**src/rtl/core/sc_pkg.sv**
```systemverilog
// shared types and constants for the sortedness classifier
`timescale 1ns / 1ps
package sc_pkg;

  localparam int unsigned ValueWidth = 32;
  localparam int unsigned FieldWidth = 17;
  localparam logic [ValueWidth-1:0] SignBias = 32'h8000_0000;
  localparam logic [FieldWidth-1:0] FieldMax = 17'h1FFFF;

  typedef enum logic [1:0] {
    STRAT_SIMPLE  = 2'd0,
    STRAT_MEDIUM  = 2'd1,
    STRAT_COMPLEX = 2'd2
  } strategy_t;

  typedef struct packed {
    logic signed [ValueWidth-1:0] value;
    logic                         last;
  } item_t;

  typedef struct packed {
    logic [FieldWidth-1:0] inversions;
    logic [FieldWidth-1:0] pairs;
    logic [1:0]            strategy;
    logic                  overflow;
  } result_t;

  // beat travelling down the cell row
  typedef struct packed {
    logic                  valid;
    logic                  last;
    logic                  placed;
    logic [ValueWidth-1:0] key;
  } token_t;

endpackage

```
**src/rtl/core/sc_tally.sv**
```systemverilog
// end-of-row accumulator and classifier
`timescale 1ns / 1ps
module sc_tally #(
  parameter int unsigned CW = 10
) (
  input  logic            clk,
  input  logic            rst,
  input  sc_pkg::token_t  tok,
  input  logic [CW-1:0]   gt,
  input  logic [CW-1:0]   seen,
  output logic            done,
  output sc_pkg::result_t result
);

  localparam int unsigned TW = 2 * CW;
  localparam int unsigned SW = (TW > sc_pkg::FieldWidth) ? TW : sc_pkg::FieldWidth;

  logic [TW-1:0]   inv_total;
  logic [TW-1:0]   pair_total;
  logic            drop;
  logic [TW-1:0]   inv_total_next;
  logic [TW-1:0]   pair_total_next;
  logic            drop_next;
  logic [TW+2:0]   inv2;
  logic [TW+2:0]   inv5;
  logic [TW+2:0]   pairs_ext;
  logic [SW-1:0]   inv_wide;
  logic [SW-1:0]   pair_wide;
  sc_pkg::result_t result_next;

  always_comb begin
    if (tok.placed) begin
      inv_total_next  = inv_total + TW'(gt);
      pair_total_next = pair_total + TW'(seen);
      drop_next       = drop;
    end else begin
      inv_total_next  = inv_total;
      pair_total_next = pair_total;
      drop_next       = 1'b1;
    end
  end

  always_comb begin
    inv2      = (TW+3)'(inv_total_next) << 1;
    inv5      = ((TW+3)'(inv_total_next) << 2) + (TW+3)'(inv_total_next);
    pairs_ext = (TW+3)'(pair_total_next);
    inv_wide  = SW'(inv_total_next);
    pair_wide = SW'(pair_total_next);
    result_next.inversions = (inv_wide > SW'(sc_pkg::FieldMax)) ?
                             sc_pkg::FieldMax : inv_wide[sc_pkg::FieldWidth-1:0];
    result_next.pairs      = (pair_wide > SW'(sc_pkg::FieldMax)) ?
                             sc_pkg::FieldMax : pair_wide[sc_pkg::FieldWidth-1:0];
    result_next.overflow   = drop_next;
    priority if (pair_total_next == '0) begin
      result_next.strategy = sc_pkg::STRAT_SIMPLE;
    end else if (inv2 >= pairs_ext) begin
      result_next.strategy = sc_pkg::STRAT_COMPLEX;
    end else if (inv5 >= pairs_ext) begin
      result_next.strategy = sc_pkg::STRAT_MEDIUM;
    end else begin
      result_next.strategy = sc_pkg::STRAT_SIMPLE;
    end
  end

  always_ff @(posedge clk) begin
    if (rst) begin
      inv_total  <= '0;
      pair_total <= '0;
      drop       <= 1'b0;
      done       <= 1'b0;
    end else begin
      done <= tok.valid && tok.last;
      if (tok.valid) begin
        if (tok.last) begin
          inv_total  <= '0;
          pair_total <= '0;
          drop       <= 1'b0;
        end else begin
          inv_total  <= inv_total_next;
          pair_total <= pair_total_next;
          drop       <= drop_next;
        end
      end
    end
  end

  always_ff @(posedge clk) begin
    if (tok.valid && tok.last) begin
      result <= result_next;
    end
  end

endmodule

```
**config.mk**
```make
export PLATFORM = sky130hd
export DESIGN_NAME = sc_tally
export DESIGN_NICKNAME = d
export VERILOG_FILES = /design/src/rtl/core/sc_pkg.sv /design/src/rtl/core/sc_tally.sv
export SDC_FILE = /design/constraint.sdc
export NUM_CORES = 1
export LEC_CHECK = 0
export BUFFER_PORTS_ARGS = -buffer_cell sky130_fd_sc_hd__buf_4
export CORE_MARGIN = 10
export CORE_UTILIZATION = 64
export CTS_BUF_LIST = sky130_fd_sc_hd__clkbuf_2 sky130_fd_sc_hd__clkbuf_4 sky130_fd_sc_hd__clkbuf_8
export CTS_CLUSTER_DIAMETER = 200
export DETAILED_ROUTE_END_ITERATION = 6
export GPL_TIMING_DRIVEN = 0
export PLACE_DENSITY = 0.88
export RECOVER_POWER = 100
export SLEW_MARGIN = 40
export SYNTH_ARGS = -nofsm -noshare
export SYNTH_HDL_FRONTEND = slang
export SYNTH_SLANG_ARGS = --single-unit
```
**constraint.sdc**
```tcl
create_clock -name clk -period 17.9 [get_ports clk]
set_input_delay 1.79 -clock clk [delete_from_list [all_inputs] [get_ports clk]]
set_output_delay 1.79 -clock clk [all_outputs]
set_load 0.01 [all_outputs]
```
==> results.ini, run 1 <==
[outcome]
status=finished, violations left
violations=capacitance limit, slew limit

[synthesis]
synth-compound-area-share_pct=20.8
synth.most_common_cell=nor2_1
yosys.area_share.simple_pct=19.7
synthTopCellsByCount=98 x nor2_1, 75 x ha_1, 55 x a21oi_1
synth_cell_types=81
synthFlopType=dfxtp_1
syn_area_um2=6160
synth_top_family_by_area=compound AO/OA/AOI/OAI gates
synth_nets=817
ys_ff_latch=79
syn_avg_cell_area_um2=9.04
yosys_warnings=0
yosysSeqAreaShare_pct=31.7
yosys.area_share.adder_pct=16.6
syn_inst=682
synthMuxAreaShare_pct=2.31
synthTopCellsByArea=edfxtp_1 18%, ha_1 15%, dfxtp_1 14%, nor2_1 6.0%, a21oi_1 4.5%
synth_top_area_share_pct=18.0
synthArstFlopShare_pct=0
yosys.area.top_type=edfxtp_1
synth_xor_area_share_pct=6.37
synth_edf_count=37

[power_and_ir_drop]
power.density_nw_per_um2=68.1
p_leak_nw=3.08
ir_worst_vdd_uv=38.9

[die]
die_h_um=118
core_um2=9330
fp-row-count=35
ios=95
die_area_um2=14000
start_util_pct=66.1
die_w_um=118

[sta]
rsz0062_at_grt=false
fin_skew_ps=13.8
finalHoldViolations=0
slew_headroom_pct=-82.6
period_minus_slack_ps=8180
fin_setup_tns_ps=0
slew_violations=40
setup_viol=0
worst_pin_slew_ps=2740
max_freq_mhz=122
post-route-period-util_pct=45.7

[cells_and_area]
fin_util_pct=72.0
antenna_cells=0
drive_above_1_share_pct=6.90
final.fill_count=784
final_nets=886
instances_no_fill=883
syn_to_final_growth_pct=9.03
final_area_um2=6720

[clocking]
cts_hold_buf=0
post_cts_resize_count=0
htree_levels=3
cts_root_buf=clkbuf_8
cts_tree=done
clock_sinks=79
clkLatencyLatePin_ps=360
numCtsBuffers=9
clkTransAtPathRegs_ps=80
clk_path_buf_depth=2
post-cts-setup-buffer-count=0

[place]
dpl-instance-area_um2=6760
finalWeightedCongestion=0.899
placed_cells=869
port_buffers=58
hpwl_um=13200

[drt]
ant_nets=0
drc=0
drtIter0Drc=384
vias=5610
post_drt_wl_per_cell_um=19.5
post_drt_via_cell_ratio=6.35
wl_um=17200
dr.pass1.iters=6

[global_route]
antenna_found_initial=0
use_met1_pct=27.5
grtUsageMet2_pct=42.3
grt_max_degree=40
grt_usage_pct=23.9
grt_pass1_wl_um=27700
grt_overflow=0
met3_usage_pct=4.05
grt_busiest_layer=met2
grt_pass1_vias=5653

[worst_setup_path]
slowest_stage=a2111oi_0
crit_type=in2reg
cp-start-kind=primary input
worstPathRequired_ps=18090
crit_fanout=10
cp_slowest_stage_delay_ps=790
crit_top_cell=clkbuf_1
cp-end-kind=register
crit_arrival_ps=8370
crit_path_cell_trace=clkbuf_1 > clkbuf_1 > clkbuf_1 > mux2_1 > ha_1 > fa_1 > a21oi_1 > o211ai_1 > a31oi_1 > a31oi_1 > o311a_1 > o2111a_1 > nor3_1 > xnor2_1 > ha_1 > nand3_1 > a2111oi_0 > nor3_1 > nand3_1 > nor4_1 > a311oi_2

[run]
drv_cap=2

[hold_path]
hp-class=reg2reg

## routing by layer
layer / vias to the layer above / share of wire, % / routed length [um]
met5: - / 0 / 0
met3: 46 / 6.7 / 1150
li1: 2660 / - / -
met2: 252 / 49 / 8420
met1: 2652 / 41 / 7070
met4: 0 / 3.2 / 558
## path summary, 6_finish.rpt
| kind | startpoint | end | cells after the start | slack (ps) |
|---|---|---|---|---|
| setup reg to reg | inv_total[0] | result[1] | 24 | 11240 |
| setup / recovery | tok[32] | result[1] | 21 | 9720 |
| hold reg to reg | pair_total[6] | pair_total[6] | 2 | 530 |
| hold / removal | pair_total[6] | pair_total[6] | 2 | 530 |
## kinds of logic (layout without fill, tap and decap cells)
group	count (synthesis)	in the layout
simple gates	249	249
compound gates	180	180
fa+ha+maj	80	80
flops	79	79
xor+xnor	44	44
buf+inv	36	108
mux	14	14
## area by class of cell
type,instances,area [um2],share of cell area [%]
Tap cell,129,161,2.40
Inverter,12,45.0,0.670
Sequential cell,79,1950,29.0
Timing Repair Buffer,58,293,4.36
Multi-Input combinational cell,567,3990,59.3
Buffer,24,98.8,1.47
Clock inverter,4,47.5,0.708
Clock buffer,10,138,2.05
## critical path: cells and delay by family
kind | cells | cell delay, ps
buf+inv | 3 | 1800
compound gates | 8 | 2370
mux | 1 | 460
simple gates | 5 | 830
fa+ha+maj | 3 | 970
xor+xnor | 1 | 140
## metrics by stage
step | hold slack, ps | setup WS (ps) | power (mW)
final | 531 | 9720 | 0.457
after global routing | 572 | 9350 | 0.476
after CTS | 532 | 10320 | 0.459
after detailed placement | 514 | 9990 | 0.330
after global placement | 504 | 9860 | 0.323
after floorplan | 478 | 11080 | 0.292
## sequential cells by signal, indices dropped and copies added, names as in the netlist
signal and cells:
done 1, drop 1, inv_total 20, pair_total 20, result 37
## cells in the final DEF (no fill, tap or decap), drive strengths merged, types with 5 or more instances in the layout
master / instances
clkbuf: 72
mux2i: 12
a21o: 20
ha: 75
a21oi: 55
xnor2: 31
inv: 11
nand3: 16
and2: 5
o21a: 13
nand4: 7
buf: 20
o21bai: 5
dfxtp: 42
nand2b: 20
or3: 5
a22oi: 22
nor2b: 7
nor3: 13
xor2: 13
and3: 10
nand2: 50
a211oi: 8
o21ai: 21
edfxtp: 37
nor2: 98
## power by group
group	internal (mW)	switching [mW]	leakage [nW]
logic	0.0505	0.0738	2.30
registers	0.197	0.00287	0.686
clock network	0.0663	0.0670	0.0940
No activity file was read; power rests on OpenSTA's default activity.
==> inputs of run 2 (changes only) <==
CORE_UTILIZATION = 60   (was 64)
PLACE_DENSITY = 0.84   (was 0.88)
clock period = 8 ns   (was 17.9 ns; I/O delays follow)
==> results.ini, run 2 (synthesis gave the netlist of run 1 again) <==
[outcome]
status=finished, violations left
violations=capacitance limit, slew limit

[clocking]
cts_hold_buf=0  ; unchanged
post_cts_resize_count=0  ; unchanged
clkLatencyLatePin_ps=370  ; about the same
htree_levels=3  ; unchanged
cts_root_buf=clkbuf_8
clk_path_buf_depth=2  ; unchanged
clock_sinks=79  ; unchanged
post-cts-setup-buffer-count=0  ; unchanged
clkTransAtPathRegs_ps=80  ; about the same
numCtsBuffers=9  ; unchanged
cts_tree=done

[die]
start_util_pct=62.2  ; -3.9 points
die_h_um=121  ; +2.7%
die_w_um=121  ; +2.7%
fp-row-count=36  ; +2.9%
die_area_um2=14700  ; +5.5%
core_um2=9910  ; +6.2%
ios=95  ; unchanged

[cells_and_area]
seqCellArea_um2=1950  ; unchanged
final.fill_count=835  ; +6.5%
final_nets=886  ; unchanged
largest_reg_flops=37  ; unchanged
drive_above_1_share_pct=7.28  ; +0.38 points
top_regs=result x37, inv_total x20, pair_total x20
instances_no_fill=889  ; +0.68%
multi_input_area_um2=3990  ; +0.13%
antenna_cells=0  ; unchanged
syn_to_final_growth_pct=10.4
final_area_um2=6800  ; +1.2%
mostFrequentLayoutCells=98 x nor2_1, 75 x ha_1, 59 x clkbuf_1, 55 x a21oi_1, 50 x nand2_1
regMostFlops=result
layout_commonest_cell=nor2_1

[drt]
ant_nets=0  ; unchanged
vias=5562  ; -0.86%
drc=0  ; unchanged
post_drt_via_cell_ratio=6.26  ; -1.5%
wl_um=16900  ; -1.9%
dr.pass1.iters=5  ; -1
post_drt_wl_per_cell_um=19.0  ; -2.6%
drtIter0Drc=475  ; +24%

[worst_setup_path]
crit_fanout=10  ; unchanged
path_buf_inv=3  ; unchanged
crit_path_cell_trace=clkbuf_1 > clkbuf_1 > clkbuf_1 > mux2_1 > ha_1 > fa_1 > a21oi_1 > o211ai_1 > a31oi_1 > nand4_1 > o21a_1 > a2111oi_0 > nor2_1 > xor2_1 > ha_1 > nand4_1 > nor4_1 > nor2_1 > o211a_1 > o211ai_1 > nor3_1 > nand3_1 > nor4_1 > a311oi_2
cp-end-kind=register
worstPathRequired_ps=8180  ; -9910 ps
cp_slowest_stage_delay_ps=690  ; -100 ps
crit_path_start=tok[32]
crit_type=in2reg
r2r_start=inv_total[0]
crit_arrival_ps=7220  ; -1150 ps
cp-start-kind=primary input
crit_family=compound AO/OA/AOI/OAI gates
crit_top_cell=clkbuf_1
slowest_stage=clkbuf_1

[hold_path]
worstHoldStart=drop
hp-class=reg2reg

[run]
drv_cap=1  ; -1

[sta]
fin_setup_tns_ps=0  ; unchanged
slew_headroom_pct=-79.6  ; +2.9 points
setup_viol=0  ; unchanged
rsz0062_at_grt=false
slew_violations=40  ; unchanged
max_freq_mhz=142
fin_skew_ps=14.2  ; +0.427 ps
fin_ws_ps=962  ; -8760 ps
post-route-period-util_pct=88.0
holdWs_ps=522  ; -8.87 ps
worst_pin_slew_ps=2690  ; -44.2 ps
period_minus_slack_ps=7040
finalHoldViolations=0  ; unchanged

[power_and_ir_drop]
power.density_nw_per_um2=163  ; +140%
p_int_mw=0.786  ; +150%
swShare_pct=29.3  ; -2.2 points
comb_power_share_pct=25.1  ; -2.1 points
p_clk_share_pct=34.7  ; +5.6 points
ir_worst_vdd_uv=76.9  ; +98%
switching_power_mw=0.325  ; +130%
p_leak_nw=3.12  ; +1.2%
p_seq_share_pct=40.2  ; -3.5 points

[place]
dpl-instance-area_um2=6770  ; about the same
port_buffers=58  ; unchanged
hpwl_um=12800  ; -2.8%
finalWeightedCongestion=0.955  ; +6.3%
dp_slack_ps=1130  ; -8860 ps
placed_cells=873  ; +0.46%

[global_route]
grt_pass1_vias=5509  ; -2.5%
grt_usage_pct=22.8  ; -1.1 points
grt_pass1_wl_um=27400  ; -0.87%
grt_max_degree=40  ; unchanged
antenna_found_initial=0  ; unchanged
grt_overflow=0  ; unchanged

[run 2: worst reg2reg max path, delay by kind of cell, from the launching register on]
family / cells / cell delay, ps
compound gates: 12 / 3250
fa+ha+maj: 4 / 1310
simple gates: 7 / 820
xor+xnor: 2 / 570
flops: 1 / 340
[run 2: layout make-up]
class / count / share of cell area (%)
Buffer: 24 / 1.45
Clock buffer: 13 / 2.45
Clock inverter: 3 / 1.32
Inverter: 12 / 0.662
Multi-Input combinational cell: 567 / 58.7
Sequential cell: 79 / 28.7
Tap cell: 133 / 2.45
Timing Repair Buffer: 58 / 4.30
[run 2: power groups by stage]
stage | registers [mW] | logic [mW] | clock network, mW
3_3_place_gp | 0.455 | 0.269 | 0
6_report | 0.447 | 0.279 | 0.386
2_1_floorplan | 0.460 | 0.194 | 0
4_1_cts | 0.446 | 0.285 | 0.382
3_5_place_dp | 0.455 | 0.283 | 0
5_1_grt | 0.448 | 0.305 | 0.399
[run 2: worst paths after layout]
check,end,slack (ps),depth (start not counted)
worst max-delay path,result[1],960,24
worst min register to register,drop,520,2
worst max register to register,result[1],1550,25
worst min-delay path,drop,520,2
[run 2: metal layers]
layer | wire length [um] | track usage [%] | vias to the layer above
met5 | 0 | 0 | -
met4 | 487 | 9.76 | 0
met3 | 1090 | 3.49 | 35
met2 | 8040 | 38.3 | 210
met1 | 7240 | 28.3 | 2656
li1 | - | - | 2661
[run 2: through the flow]
step / total power [mW] / util, %
2_1_floorplan: 0.654 / -
3_3_place_gp: 0.724 / 68.3
3_5_place_dp: 0.739 / 68.3
4_1_cts: 1.11 / 70.9
5_1_grt: 1.15 / 68.6
6_report: 1.11 / 68.6
==> inputs of run 3 (changes only) <==
GPL_TIMING_DRIVEN = default   (was 0)
==> results.ini, run 3 (synthesis gave the netlist of run 1 again) <==
[cells_and_area]
mostFrequentLayoutCells=98 x nor2_1, 75 x ha_1, 55 x a21oi_1, 50 x nand2_1, 42 x dfxtp_1
instances_no_fill=871  ; -2.0%
drive_above_1_share_pct=7.99  ; +0.72 points
top_regs=result x37, inv_total x20, pair_total x20
layout_commonest_cell=nor2_1
antenna_cells=0  ; unchanged
final.fill_count=824  ; -1.3%
regMostFlops=result
largest_reg_flops=37  ; unchanged
syn_to_final_growth_pct=8.89
fin_util_pct=67.7  ; -0.91 points
final_nets=868  ; -2.0%

[clocking]
post_cts_resize_count=0  ; unchanged
cts_hold_buf=0  ; unchanged
numCtsBuffers=9  ; unchanged
clock_sinks=79  ; unchanged
htree_levels=3  ; unchanged
cts_root_buf=clkbuf_8
clkLatencyLatePin_ps=370  ; about the same
cts_tree=done
post-cts-setup-buffer-count=0  ; unchanged
clk_path_buf_depth=2  ; unchanged
clkTransAtPathRegs_ps=80  ; about the same

[worst_setup_path]
crit_type=in2reg
worstPathRequired_ps=8200  ; +20 ps
cp_slowest_stage_delay_ps=900  ; +210 ps
cp-end-kind=register
path_buf_inv=1  ; -2
slowest_stage=a2111oi_0
crit_arrival_ps=7230  ; about the same
crit_fanout=5  ; -5
rrSetupSlack_ps=1190  ; -360 ps
crit_family=compound AO/OA/AOI/OAI gates
cp-start-kind=primary input

[sta]
holdWs_ps=530  ; +7.57 ps
fin_ws_ps=963  ; +0.681 ps
setup_viol=0  ; unchanged
rsz0062_at_grt=false
slew_headroom_pct=-69.9  ; +9.7 points
worst_pin_slew_ps=2550  ; -146 ps
fin_skew_ps=9.47  ; -4.75 ps
max_freq_mhz=142  ; about the same
finalHoldViolations=0  ; unchanged
period_minus_slack_ps=7040  ; -0.681 ps
slew_violations=58  ; +45%
post-route-period-util_pct=88.0  ; about the same
fin_setup_tns_ps=0  ; unchanged

[drt]
drtIter0Drc=371  ; -22%
dr.pass1.iters=7  ; +2
drc=0  ; unchanged
wl_um=15900  ; -5.5%
post_drt_via_cell_ratio=6.33  ; +1.2%
vias=5515  ; -0.85%
post_drt_wl_per_cell_um=18.3  ; -3.6%
ant_nets=0  ; unchanged

[global_route]
grt_overflow=0  ; unchanged
grt_usage_pct=21.6  ; -1.2 points
antenna_found_initial=0  ; unchanged
grt_pass1_vias=5617  ; +2.0%
grt_pass1_wl_um=26000  ; -5.1%
grt_max_degree=43  ; +7.5%

[place]
port_buffers=62  ; +6.9%
placed_cells=855  ; -2.1%
hpwl_um=12000  ; -6.7%
dp_slack_ps=976  ; -151 ps
finalWeightedCongestion=1.01  ; +5.4%

[die]
core_um2=9910  ; unchanged
fp-row-count=36  ; unchanged
ios=95  ; unchanged
die_area_um2=14700  ; unchanged
die_h_um=121  ; unchanged
start_util_pct=62.2  ; unchanged
die_w_um=121  ; unchanged

[outcome]
violations=capacitance limit, slew limit
status=finished, violations left

[power_and_ir_drop]
ir_worst_vdd_uv=78.3  ; +1.8%
power.density_nw_per_um2=158  ; -3.3%
p_leak_nw=3.09  ; -0.90%

[hold_path]
hp-class=reg2reg

[run]
drv_cap=2  ; +1

run 3: worst register-to-register path: stages, from the launching register on:
cell and delay (ps):
dfxtp_1 330, ha_1 350, a21o_1 220, a31o_1 230, o21ai_0 470, nand2_1 100
a21oi_1 160, nor2_1 70, xor2_1 510, ha_1 390, a21o_1 220, a21o_1 240
a21o_2 230, a21o_2 220, a32oi_1 280, nand3b_1 130, a21oi_1 220, xnor2_1 120
ha_1 300, and3_1 160, nand3_1 140, a2111oi_0 900, nor3_1 200, nand3_1 160
nor4_1 60, a311oi_2 240
run 3: routing by layer:
layer / routed length, um / global-route usage (%) / up-vias
met5: 0 / 0 / -
met4: 523 / 10.7 / 0
met3: 1160 / 5.40 / 43
met2: 7720 / 36.9 / 229
met1: 6510 / 24.6 / 2622
li1: - / - / 2621
run 3: worst paths after layout:
check	from	end	depth (start not counted)
hold / removal	drop	drop	2
hold reg to reg	drop	drop	2
setup / recovery	gt[4]	result[1]	26
setup reg to reg	inv_total[4]	result[1]	25
run 3: power by group:
| group | switching (mW) | total [mW] | leakage (nW) | internal [mW] |
|---|---|---|---|---|
| clock | 0.148 | 0.338 | 0.117 | 0.190 |
| sequential | 0.00585 | 0.446 | 0.686 | 0.441 |
| combinational | 0.163 | 0.276 | 2.28 | 0.113 |
| total | 0.317 | 1.06 | 3.09 | 0.744 |
run 3: final cells by class:
class	instances	area (um2)	area share, %
tap	133	166	2.48
multi-input combinational	567	3990	59.5
inverter	12	46.3	0.690
timing repair buffer	64	334	4.98
clock buffer	12	153	2.27
clock inverter	4	70.1	1.04
sequential	79	1950	29.1
run 3: through the flow:
step | total power [mW] | instance area (um2)
6_report | 1.06 | 6710
5_1_grt | 1.11 | 6710
4_1_cts | 1.07 | 6930
3_5_place_dp | 0.735 | 6700
3_3_place_gp | 0.717 | 6690
2_1_floorplan | 0.654 | 6160
