$ cat config.mk
export PLATFORM = sky130hd
export DESIGN_NAME = sc_cell
export DESIGN_NICKNAME = d
export VERILOG_FILES = /design/src/rtl/core/sc_pkg.sv /design/src/rtl/core/sc_cell.sv
export SDC_FILE = /design/constraint.sdc
export NUM_CORES = 1
export LEC_CHECK = 0
export ABC_CLOCK_PERIOD_IN_PS = 2700
export BUFFER_PORTS_ARGS = -buffer_cell sky130_fd_sc_hd__buf_2
export CORE_MARGIN = 1
export CORE_UTILIZATION = 51
export CTS_BUF_LIST = sky130_fd_sc_hd__clkbuf_4 sky130_fd_sc_hd__clkbuf_8
export CTS_CLUSTER_SIZE = 14
export DETAILED_ROUTE_END_ITERATION = 8
export PLACE_DENSITY_LB_ADDON = 0.25
export SETUP_SLACK_MARGIN = 0.3
export SLEW_MARGIN = 5
export SYNTH_ARGS = -nofsm -noshare
export SYNTH_HDL_FRONTEND = slang
export SYNTH_SLANG_ARGS = --single-unit
$ cat constraint.sdc
create_clock -name clk -period 2.7 [get_ports clk]
set_clock_uncertainty 0.1 [all_clocks]
set_input_delay 0.135 -clock clk [delete_from_list [all_inputs] [get_ports clk]]
set_output_delay 0.135 -clock clk [all_outputs]
set_load 0.01 [all_outputs]
$ cat src/rtl/core/sc_pkg.sv
// shared types and constants for the sortedness classifier
`timescale 1ns / 1ps
package sc_pkg;

  localparam int unsigned ValueWidth = 32;
  localparam int unsigned FieldWidth = 17;
  localparam logic [ValueWidth-1:0] SignBias = 32'h8000_0000;
  localparam logic [FieldWidth-1:0] FieldMax = 17'h1FFFF;

  typedef enum logic [1:0] {
    STRAT_SIMPLE  = 2'd0,
    STRAT_MEDIUM  = 2'd1,
    STRAT_COMPLEX = 2'd2
  } strategy_t;

  typedef struct packed {
    logic signed [ValueWidth-1:0] value;
    logic                         last;
  } item_t;

  typedef struct packed {
    logic [FieldWidth-1:0] inversions;
    logic [FieldWidth-1:0] pairs;
    logic [1:0]            strategy;
    logic                  overflow;
  } result_t;

  // beat travelling down the cell row
  typedef struct packed {
    logic                  valid;
    logic                  last;
    logic                  placed;
    logic [ValueWidth-1:0] key;
  } token_t;

endpackage

$ cat src/rtl/core/sc_cell.sv
// one storage cell: holds a key, counts greater keys for passing beats
`timescale 1ns / 1ps
module sc_cell #(
  parameter int unsigned CW = 10
) (
  input  logic            clk,
  input  logic            rst,
  input  sc_pkg::token_t  tok_in,
  input  logic [CW-1:0]   gt_in,
  input  logic [CW-1:0]   seen_in,
  output sc_pkg::token_t  tok_out,
  output logic [CW-1:0]   gt_out,
  output logic [CW-1:0]   seen_out
);

  logic                          full;
  logic [sc_pkg::ValueWidth-1:0] key;
  logic                          hit;
  logic                          store;
  sc_pkg::token_t                tok_next;

  assign hit   = tok_in.valid && full && (key > tok_in.key);
  assign store = tok_in.valid && !full && !tok_in.placed;

  always_comb begin
    tok_next        = tok_in;
    tok_next.placed = tok_in.placed | store;
  end

  always_ff @(posedge clk) begin
    if (rst) begin
      full <= 1'b0;
    end else if (tok_in.valid && tok_in.last) begin
      full <= 1'b0;
    end else if (store) begin
      full <= 1'b1;
    end
    if (store) begin
      key <= tok_in.key;
    end
    tok_out.valid  <= tok_in.valid && !rst;
    tok_out.last   <= tok_next.last;
    tok_out.placed <= tok_next.placed;
    tok_out.key    <= tok_next.key;
    gt_out         <= gt_in + CW'(hit);
    seen_out       <= seen_in + CW'(full);
  end

endmodule

==> results of run 1 <==
-- state kept, by name, summed over array words and instances (netlist names) --
| name | flops |
|---|---|
| seen_out | 10 |
| key | 32 |
| full | 1 |
| tok_out | 35 |
| gt_out | 10 |
-- power groups by stage --
stage,combinational [uW],sequential [uW],clock (uW)
floorplan,101,1520,0
global placement,254,1490,0
detailed placement,262,1490,0
CTS,345,1460,1040
global route,394,1470,1090
finish,357,1460,1020
-- worst reg2reg max path, stage by stage (launching register included) --
cell	delay [ns]
edfxtp_1	0.37
ha_1	0.30
nand4_1	0.19
buf_4	0.14
nor2_1	0.04
a221o_1	0.33
o31ai_2	0.22
a21oi_2	0.10
ha_4	0.19
ha_4	0.18
xor2_1	0.16
-- metrics by stage --
stage                     hold WS (ns)  power (uW)
final                            0.335        2840
after global routing             0.342        2960
after CTS                       -0.101        2840
after detailed placement         0.155        1750
after global placement           0.155        1740
after floorplan                 0.0627        1620
-- per-layer routing --
layer	vias to the layer above	wire length [um]	GRT usage (%)
li1	1250	-	-
met1	1196	2960	26.0
met2	95	3930	42.9
met3	16	374	5.44
met4	0	153	11.1
met5	-	0	0
-- what timing repair did --
item,4_1_cts,5_1_grt
setup endpoints to repair,8,9
hold endpoints to repair,88,3
gates resized for setup,12,6
pin swaps,11,13
setup buffers,5,0
hold buffers,60,1
cloned,0,0
-- layout make-up --
class | count | area, um^2 | area share (%)
sequential | 88 | 2080 | 42.5
timing repair buffer | 178 | 1210 | 24.7
multi-input combinational | 128 | 1160 | 23.7
clock buffer | 11 | 151 | 3.09
inverter | 33 | 124 | 2.53
tap | 75 | 93.8 | 1.92
clock inverter | 5 | 76.3 | 1.56
-- synth_stat cells, drive strengths merged (2+ instances only) --
master	number	area share, %
o21ai	2	0.31
a211oi	2	0.62
nor4	2	0.58
nor2	5	0.58
a221o	2	0.62
a21oi	14	2.4
xor2	5	1.4
inv	33	3.8
and3	4	0.77
edfxtp	32	30
dfxtp	56	35
nor2b	2	0.39
a21o	2	0.46
ha	36	14
nand4	7	1.4
nand2	8	0.93
xnor2	11	3.0
nand3	20	3.1
-- kinds of logic after synthesis --
logic type	after synthesis	synth area share [%]
AOI/OAI and AO/OA	25	5.11
xor gates and xnor gates	16	4.34
DFF	88	64.4
buffers and inverters	33	3.83
and+or+nand+nor	51	8.33
adders and majority gates	36	13.9
-- worst max-delay path by stage --
stage / startpoint / to / slack [ns] / cells after the start
after floorplan: full / key[0] / 0.36 / 2
after global placement: key[30] / gt_out[6] / 0.11 / 9
after detailed placement: key[30] / gt_out[8] / 0.03 / 9
after CTS: key[11] / gt_out[8] / 0.23 / 10
after global routing: key[11] / gt_out[9] / 0.11 / 10
final: key[10] / gt_out[2] / 0.27 / 10
==> impl_metrics.csv, run 1 <==
group,metric,value,unit
global_routing,grt_usage,23.7,%
sta,rsz0062_at_grt,"true",
route,vias,2557,
worst_setup_path,reg2reg_from,"key[10]",
route,ant_nets,0,
sta,worst_slack,0.270,ns
sta,tightest_slew,0.428,ns
synth,synthCells,249,
synth,ys_ff_latch,88,
outcome,status,"finished, final reports clean",
final_layout,mostFrequentLayoutCells,"111 x buf_2, 61 x dlygate4sd3_1, 56 x dfxtp_1",
sta,fmax,0.412,GHz
synth,synth_area,3230,um^2
sta,hold_viol,0,
clocking,numClockSinks,88,
place,dp.cells,436,
route,drt-initial-drc-count,112,
final_layout,final_common_cell,"buf_2",
clocking,clk_latency,0.35,ns
synth,synth_nets,342,
sta,finalCriticalPeriod,2.43,ns
global_routing,grt_overflow,0,
floorplan,core,6030,um^2
power,power.switching,642,uW
sta,slew_viol_final,0,
place,place_ws,0.0329,ns
worst_setup_path,rr_worst_depth,10,
synth,async_reset_ff_share,0,%
global_routing,grt_max_degree,33,
floorplan,initial_utilization,53.6,%
global_routing,first_global_vias,2568,
floorplan,die_w,81.6,um
power,peakVddDrop,0.000448,V
final_layout,stdcell_count,518,
route,via_per_inst,4.94,
worst_setup_path,crit_path_frequent_cell,"ha_4",
worst_setup_path,critPathBufInv,1,
worst_hold_path,hold_end,"tok_out[33]",
clocking,htreeDepth,3,
route,drcViolationCount,0,
floorplan,die_area,6660,um^2
worst_setup_path,slowest_stage,"edfxtp_1",
floorplan,ios,112,
route,wl_per_cell,14.3,um
clocking,path_clk_slew,0.08,ns
synth,synth_edf_count,32,
place,port_buffers,111,
final_layout,layout-drive-gt1-share,33.9,%
clocking,numCtsBuffers,9,
worst_setup_path,crit_fanout,4,
power,clkPwrFrac,35.9,%
sta,min_period_over_period,90.0,%
place,placed_area,3890,um^2
worst_hold_path,hold_path.startpoint,"tok_in[33]",
worst_setup_path,reg2reg_slack,0.27,ns
place,globalplace.congestion,0.724,
worst_setup_path,end_kind,"flop",
clocking,root_buffer,"clkbuf_8",
worst_setup_path,required,2.84,ns
worst_setup_path,path_cells,"ha_1, nand4_1, buf_4, nor2_1, a221o_1, o31ai_2, a21oi_2, ha_4, ha_4, xor2_1",
sta,slew_headroom,71.5,%
worst_hold_path,hold_depth,2,
synth,synth.distinct_cells,27,
worst_setup_path,path_class,"reg -> reg",
synth,ys.warnings.count,0,
route,drt_first_pass_iters,4,
sta,fin_tns_setup,0,ns
worst_hold_path,holdCritPathClass,"in -> reg",
synth,ys.flop_type,"dfxtp_1",
job,maxCapViolCount,0,
floorplan,die_y,81.6,um
global_routing,grt_pass1_wl,11400,um
clocking,tritoncts,"built",
power,p_leak,0.00228,uW
route,routed_wl,7420,um
final_layout,fillCellCount,344,
global_routing,antenna_found_initial,0,
synth,syn_avg_cell_area,13.0,um^2
final_layout,layout.nets,531,
final_layout,final_core_util,81.3,%
synth,ys_seq_area_share,64.4,%
power,power.density,580,nW/um^2
floorplan,rows,28,
worst_setup_path,timing.rr.end,"gt_out[2]",
worst_setup_path,critPathLaunchType,"flop",
worst_setup_path,critical-path-top-delay-family,"adder cells",
final_layout,area_delta_synth_final,51.7,%
power,internal_power,2200,uW
final_layout,finalInstanceArea,4900,um^2
worst_setup_path,slowest_delay,0.37,ns
place,dpl.hpwl,4290,um
clocking,ctsLongestPathBuffers,2,
sta,setup_viol,0,
power,power_switching_share,22.6,%
worst_setup_path,cp.arrival,2.57,ns
final_layout,diodes,0,
power,combPwrFrac,12.6,%
power,seqPwrFrac,51.5,%
(Power assumes the default switching activity.)
==> inputs of run 2 (changes only) <==
--- a/config.mk
+++ b/config.mk
@@ -5,11 +5,13 @@
 export SDC_FILE = /design/constraint.sdc
 export NUM_CORES = 1
 export LEC_CHECK = 0
-export ABC_CLOCK_PERIOD_IN_PS = 2700
+export ABC_CLOCK_PERIOD_IN_PS = 2100
 export BUFFER_PORTS_ARGS = -buffer_cell sky130_fd_sc_hd__buf_2
+export CAP_MARGIN = 20
 export CORE_MARGIN = 1
-export CORE_UTILIZATION = 51
+export CORE_UTILIZATION = 46
 export CTS_BUF_LIST = sky130_fd_sc_hd__clkbuf_4 sky130_fd_sc_hd__clkbuf_8
+export CTS_CLUSTER_DIAMETER = 60
 export CTS_CLUSTER_SIZE = 14
 export DETAILED_ROUTE_END_ITERATION = 8
 export PLACE_DENSITY_LB_ADDON = 0.25
==> constraint.sdc (replaced) <==
create_clock -name clk -period 2.1 [get_ports clk]
set_clock_uncertainty 0.1 [all_clocks]
set_input_delay 0.105 -clock clk [delete_from_list [all_inputs] [get_ports clk]]
set_output_delay 0.105 -clock clk [all_outputs]
set_load 0.01 [all_outputs]
==> impl_metrics.csv, run 2 (synthesis gave the netlist of run 1 again) <==
group,metric,value,unit
outcome,status,"complete, but fails checks",
outcome,violations,"setup timing",
route,routed_wl,7340,um
final_layout,final_common_cell,"buf_2",
global_routing,grt_overflow,0,
sta,fmax,0.413,GHz
worst_setup_path,end_kind,"flop",
global_routing,grt_max_degree,21,
clocking,numCtsBuffers,9,
power,power.switching,809,uW
sta,hold_viol,0,
floorplan,die_y,85.8,um
power,internal_power,2690,uW
sta,min_period_over_period,115,%
place,placed_area,4130,um^2
final_layout,area_delta_synth_final,56.4,%
final_layout,multiInputGateArea,1180,um^2
worst_setup_path,crit_fanout,4,
floorplan,core,6790,um^2
power,power_switching_share,23.1,%
floorplan,ios,112,
power,clkPwrFrac,32.1,%
final_layout,layout.nets,550,
route,drt_first_pass_iters,4,
power,power.total,3500,uW
final_layout,regMostFlops,"tok_out",
final_layout,layout-drive-gt1-share,38.4,%
place,port_buffers,111,
global_routing,first_global_vias,2618,
clocking,htreeDepth,3,
worst_setup_path,rr_worst_depth,10,
clocking,ctsLongestPathBuffers,2,
global_routing,grt_usage,21.0,%
global_routing,grt_pass1_wl,11600,um
worst_setup_path,critPathLaunchType,"flop",
worst_setup_path,required,2.23,ns
route,wl_per_cell,13.2,um
sta,finalCriticalPeriod,2.42,ns
sta,tightest_slew,0.432,ns
worst_hold_path,holdCritPathClass,"in -> reg",
place,place_ws,-0.449,ns
worst_hold_path,hold_depth,3,
power,peakVddDrop,0.000491,V
global_routing,antenna_found_initial,0,
power,seqPwrFrac,53.9,%
floorplan,die_w,85.8,um
power,power.density,692,nW/um^2
final_layout,seq_area,2080,um^2
power,p_leak,0.00234,uW
sta,fin_tns_setup,-2.55,ns
sta,fin_hold_ws,0.0122,ns
sta,rsz0062_at_grt,"true",
worst_setup_path,path_class,"reg -> reg",
final_layout,largest_registers,"tok_out (35), key (32)",
sta,slew_headroom,71.1,%
clocking,numClockSinks,88,
final_layout,diodes,0,
place,globalplace.congestion,0.761,
clocking,path_clk_slew,0.09,ns
route,drcViolationCount,0,
final_layout,fillCellCount,460,
route,ant_nets,0,
worst_setup_path,cp.arrival,2.55,ns
sta,slew_viol_final,0,
clocking,tritoncts,"built",
power,combPwrFrac,14.0,%
sta,setup_viol,9,
floorplan,die_area,7360,um^2
place,dpl.hpwl,4590,um
sta,worst_slack,-0.323,ns
route,via_per_inst,4.61,
floorplan,rows,30,
route,drt-initial-drc-count,38,
final_layout,mostFrequentLayoutCells,"111 x buf_2, 58 x dlygate4sd3_1, 56 x dfxtp_1",
final_layout,finalInstanceArea,5050,um^2
final_layout,largest_reg_flops,35,
route,vias,2565,
job,maxCapViolCount,0,
worst_setup_path,reg2reg_slack,-0.32,ns
floorplan,initial_utilization,47.6,%
clocking,root_buffer,"clkbuf_8",
clocking,clk_latency,0.35,ns
[run 2: cell count changes in the layout (fill, tap and decap cells not counted), sizes merged]
cell         delta
inv             -2
clkinvlp        +1
dlygate4sd3     -3
buf            +22
clkinv          +1
bufinv          -1
[run 2: worst paths after layout]
| path | from | to |
|---|---|---|
| worst max-delay path | key[14] | gt_out[2] |
| worst min-delay path | gt_in[1] | gt_out[7] |
| worst max register to register | key[14] | gt_out[2] |
| worst min register to register | full | seen_out[0] |
[run 2: per-layer routing]
| layer | up-vias | track usage, % | share of wire, % |
|---|---|---|---|
| met5 | - | 0 | 0 |
| met4 | 0 | 8.94 | 2.5 |
| met3 | 18 | 5.29 | 3.5 |
| li1 | 1291 | - | - |
| met1 | 1181 | 23.3 | 41 |
| met2 | 75 | 38.3 | 53 |
[run 2: critical path: stages, from the launching register on]
cell,delay [ns]
edfxtp_1,0.42
ha_4,0.25
buf_6,0.11
a21oi_2,0.11
nand2_1,0.07
a221o_1,0.34
o31ai_2,0.27
a21oi_2,0.10
ha_4,0.19
ha_4,0.19
xor2_1,0.16
[run 2: area by class of cell]
class	instances	area share, %
tap	96	2.38
clock buffer	11	2.75
timing repair buffer	197	27.0
multi-input combinational	128	23.3
inverter	33	2.45
clock inverter	4	0.941
sequential	88	41.2
[run 2: stage by stage]
step	utilization, %	instances
final	74.3	557
after global routing	74.3	557
after CTS	72.5	552
after detailed placement	60.8	477
after global placement	60.8	477
after floorplan	-	249
[run 2: power groups by stage]
stage                     sequential, uW  combinational (uW)  clock, uW
after global routing                1890                 539       1220
final                               1880                 490       1120
after global placement              1920                 367          0
after detailed placement            1920                 378          0
after CTS                           1880                 469       1150
after floorplan                     1950                 137          0
[run 2: what timing repair did]
| action | in CTS | in global routing |
|---|---|---|
| endpoints found under the setup margin | 10 | 10 |
| hold buffers | 57 | 1 |
| endpoints found under the hold margin | 88 | 1 |
| setup buffers | 3 | 4 |
| resized for setup | 3 | 13 |
| pin swaps | 2 | 16 |
==> inputs of run 3 (changes only) <==
--- a/config.mk
+++ b/config.mk
@@ -14,7 +14,7 @@
 export CTS_CLUSTER_DIAMETER = 60
 export CTS_CLUSTER_SIZE = 14
 export DETAILED_ROUTE_END_ITERATION = 8
-export PLACE_DENSITY_LB_ADDON = 0.25
+export PLACE_DENSITY = 0.84
 export SETUP_SLACK_MARGIN = 0.3
 export SLEW_MARGIN = 5
 export SYNTH_ARGS = -nofsm -noshare
==> constraint.sdc (replaced) <==
create_clock -name clk -period 2.1 [get_ports clk]
set_clock_uncertainty 0.1 [all_clocks]
set_input_delay 0.63 -clock clk [delete_from_list [all_inputs] [get_ports clk]]
set_output_delay 0.63 -clock clk [all_outputs]
set_load 0.01 [all_outputs]
==> impl_metrics.csv, run 3 (synthesis gave the netlist of run 1 again) <==
group,metric,value,unit
power,seqPwrFrac,54.0,%
place,port_buffers,111,
power,internal_power,2670,uW
place,dpl.hpwl,5120,um
clocking,root_buffer,"clkbuf_8",
worst_setup_path,end_kind,"flop",
place,globalplace.congestion,0.802,
floorplan,die_w,85.8,um
global_routing,antenna_found_initial,0,
final_layout,diodes,0,
clocking,htreeDepth,3,
route,ant_nets,0,
sta,min_period_over_period,122,%
sta,rsz0062_at_grt,"true",
job,maxCapViolCount,0,
worst_setup_path,slowest_stage,"edfxtp_1",
route,routed_wl,6630,um
floorplan,rows,30,
outcome,violations,"setup timing",
sta,fmax,0.391,GHz
global_routing,grt_max_degree,33,
final_layout,largest_reg_flops,35,
sta,hold_viol,0,
route,wl_per_cell,13.3,um
worst_setup_path,critical-path-top-delay-family,"adder cells",
clocking,clk_latency,0.35,ns
route,via_per_inst,4.68,
worst_setup_path,rr_worst_depth,10,
worst_hold_path,hold_end,"tok_out[21]",
worst_setup_path,critPathLaunchType,"flop",
worst_setup_path,crit_fanout,4,
worst_setup_path,reg2reg_from,"key[13]",
sta,slew_viol_final,0,
route,drt-initial-drc-count,52,
power,p_leak,0.00209,uW
clocking,numClockSinks,88,
sta,fin_hold_ws,0.296,ns
final_layout,largest_registers,"tok_out (35), key (32)",
power,clkPwrFrac,33.6,%
final_layout,layout.nets,490,
clocking,ctsLongestPathBuffers,2,
worst_hold_path,hold_path.startpoint,"tok_in[21]",
global_routing,first_global_vias,2387,
sta,finalCriticalPeriod,2.56,ns
worst_setup_path,reg2reg_slack,-0.46,ns
final_layout,mostFrequentLayoutCells,"110 x buf_2, 56 x dfxtp_1, 32 x edfxtp_1",
floorplan,ios,112,
final_layout,finalInstanceArea,4700,um^2
final_layout,area_delta_synth_final,45.6,%
floorplan,core,6790,um^2
power,power_switching_share,23.5,%
sta,worst_slack,-0.458,ns
sta,setup_viol,10,
power,power.switching,823,uW
floorplan,die_y,85.8,um
worst_setup_path,critPathBufInv,0,
sta,tightest_slew,0.312,ns
worst_setup_path,slowest_delay,0.42,ns
place,placed_area,4410,um^2
global_routing,grt_pass1_wl,10700,um
clocking,numCtsBuffers,9,
power,combPwrFrac,12.4,%
global_routing,grt_usage,19.1,%
outcome,status,"complete, but fails checks",
worst_setup_path,path_class,"reg -> reg",
worst_setup_path,path_cells,"ha_4, nand4_1, nor4_2, a21boi_2, o31ai_2, a21oi_2, ha_2, ha_4, nand3_2, xnor2_1",
worst_hold_path,holdCritPathClass,"in -> reg",
final_layout,regMostFlops,"tok_out",
floorplan,die_area,7360,um^2
floorplan,initial_utilization,47.6,%
power,peakVddDrop,0.000542,V
worst_setup_path,required,2.24,ns
sta,slew_headroom,79.0,%
route,drt_first_pass_iters,4,
final_layout,layout-drive-gt1-share,52.7,%
worst_hold_path,hold_depth,1,
route,vias,2330,
clocking,tritoncts,"built",
worst_setup_path,cp.arrival,2.70,ns
route,drcViolationCount,0,
clocking,holdBufCountCts,0,
final_layout,final_common_cell,"buf_2",
global_routing,grt_overflow,0,
power,power.density,744,nW/um^2
clocking,path_clk_slew,0.09,ns
worst_setup_path,crit_path_frequent_cell,"ha_4",
worst_setup_path,timing.rr.end,"gt_out[6]",
[run 3: cell types whose count changed in the layout (fill, tap and decap cells not counted), sizes merged]
cell,delta
clkinv,-2
clkbuf,+2
inv,+2
buf,-2
dlygate4sd3,-58
clkinvlp,-1
[run 3: worst max-delay path by stage]
stage               start         to  slack [ns]  cells past startpoint
2_1_floorplan  tok_in[10]  gt_out[9]       -0.37                     11
3_3_place_gp   tok_in[10]  gt_out[9]       -0.72                     12
3_5_place_dp   tok_in[28]  gt_out[6]       -0.83                     11
4_1_cts           key[10]  gt_out[6]       -0.36                     10
5_1_grt           key[13]  gt_out[8]       -0.60                     10
6_report          key[13]  gt_out[6]       -0.46                     10
[run 3: cell type report]
type | count | area, um^2
Multi-Input combinational cell | 128 | 1370
Timing Repair Buffer | 137 | 773
Tap cell | 96 | 120
Clock buffer | 13 | 154
Fill cell | 481 | 2090
Inverter | 33 | 161
Sequential cell | 88 | 2080
Clock inverter | 3 | 42.5
[run 3: what timing repair did]
action | in CTS | in global routing
setup endpoints to repair | 10 | 10
pin swaps | 11 | 9
gates cloned | 0 | 0
buffers inserted | 5 | 2
resized for setup | 3 | 6
[run 3: power by group through the flow]
stage | sequential [uW] | clock, uW | combinational [uW]
2_1_floorplan | 1960 | 0 | 169
3_3_place_gp | 1930 | 0 | 406
3_5_place_dp | 1930 | 0 | 428
4_1_cts | 1890 | 1190 | 434
5_1_grt | 1900 | 1270 | 483
6_report | 1890 | 1180 | 433
[run 3: per-layer routing]
layer	GRT usage (%)	vias to the layer above	share of wire [%]
met5	0	-	0
met4	7.88	0	1.8
met3	5.39	12	4.9
met2	34.7	66	53
met1	21.0	1082	40
li1	-	1170	-
[run 3: metrics by stage]
| step | total power, uW | instances | worst slack [ns] | utilization, % | TNS, ns |
|---|---|---|---|---|---|
| 6_report | 3500 | 498 | -0.458 | 69.2 | -4.00 |
| 5_1_grt | 3650 | 498 | -0.597 | 69.2 | -5.22 |
| 4_1_cts | 3520 | 496 | -0.360 | 68.6 | -3.08 |
| 3_5_place_dp | 2360 | 475 | -0.828 | 65.0 | -7.23 |
| 3_3_place_gp | 2330 | 475 | -0.721 | 65.0 | -6.22 |
| 2_1_floorplan | 2130 | 249 | -0.373 | - | -2.76 |
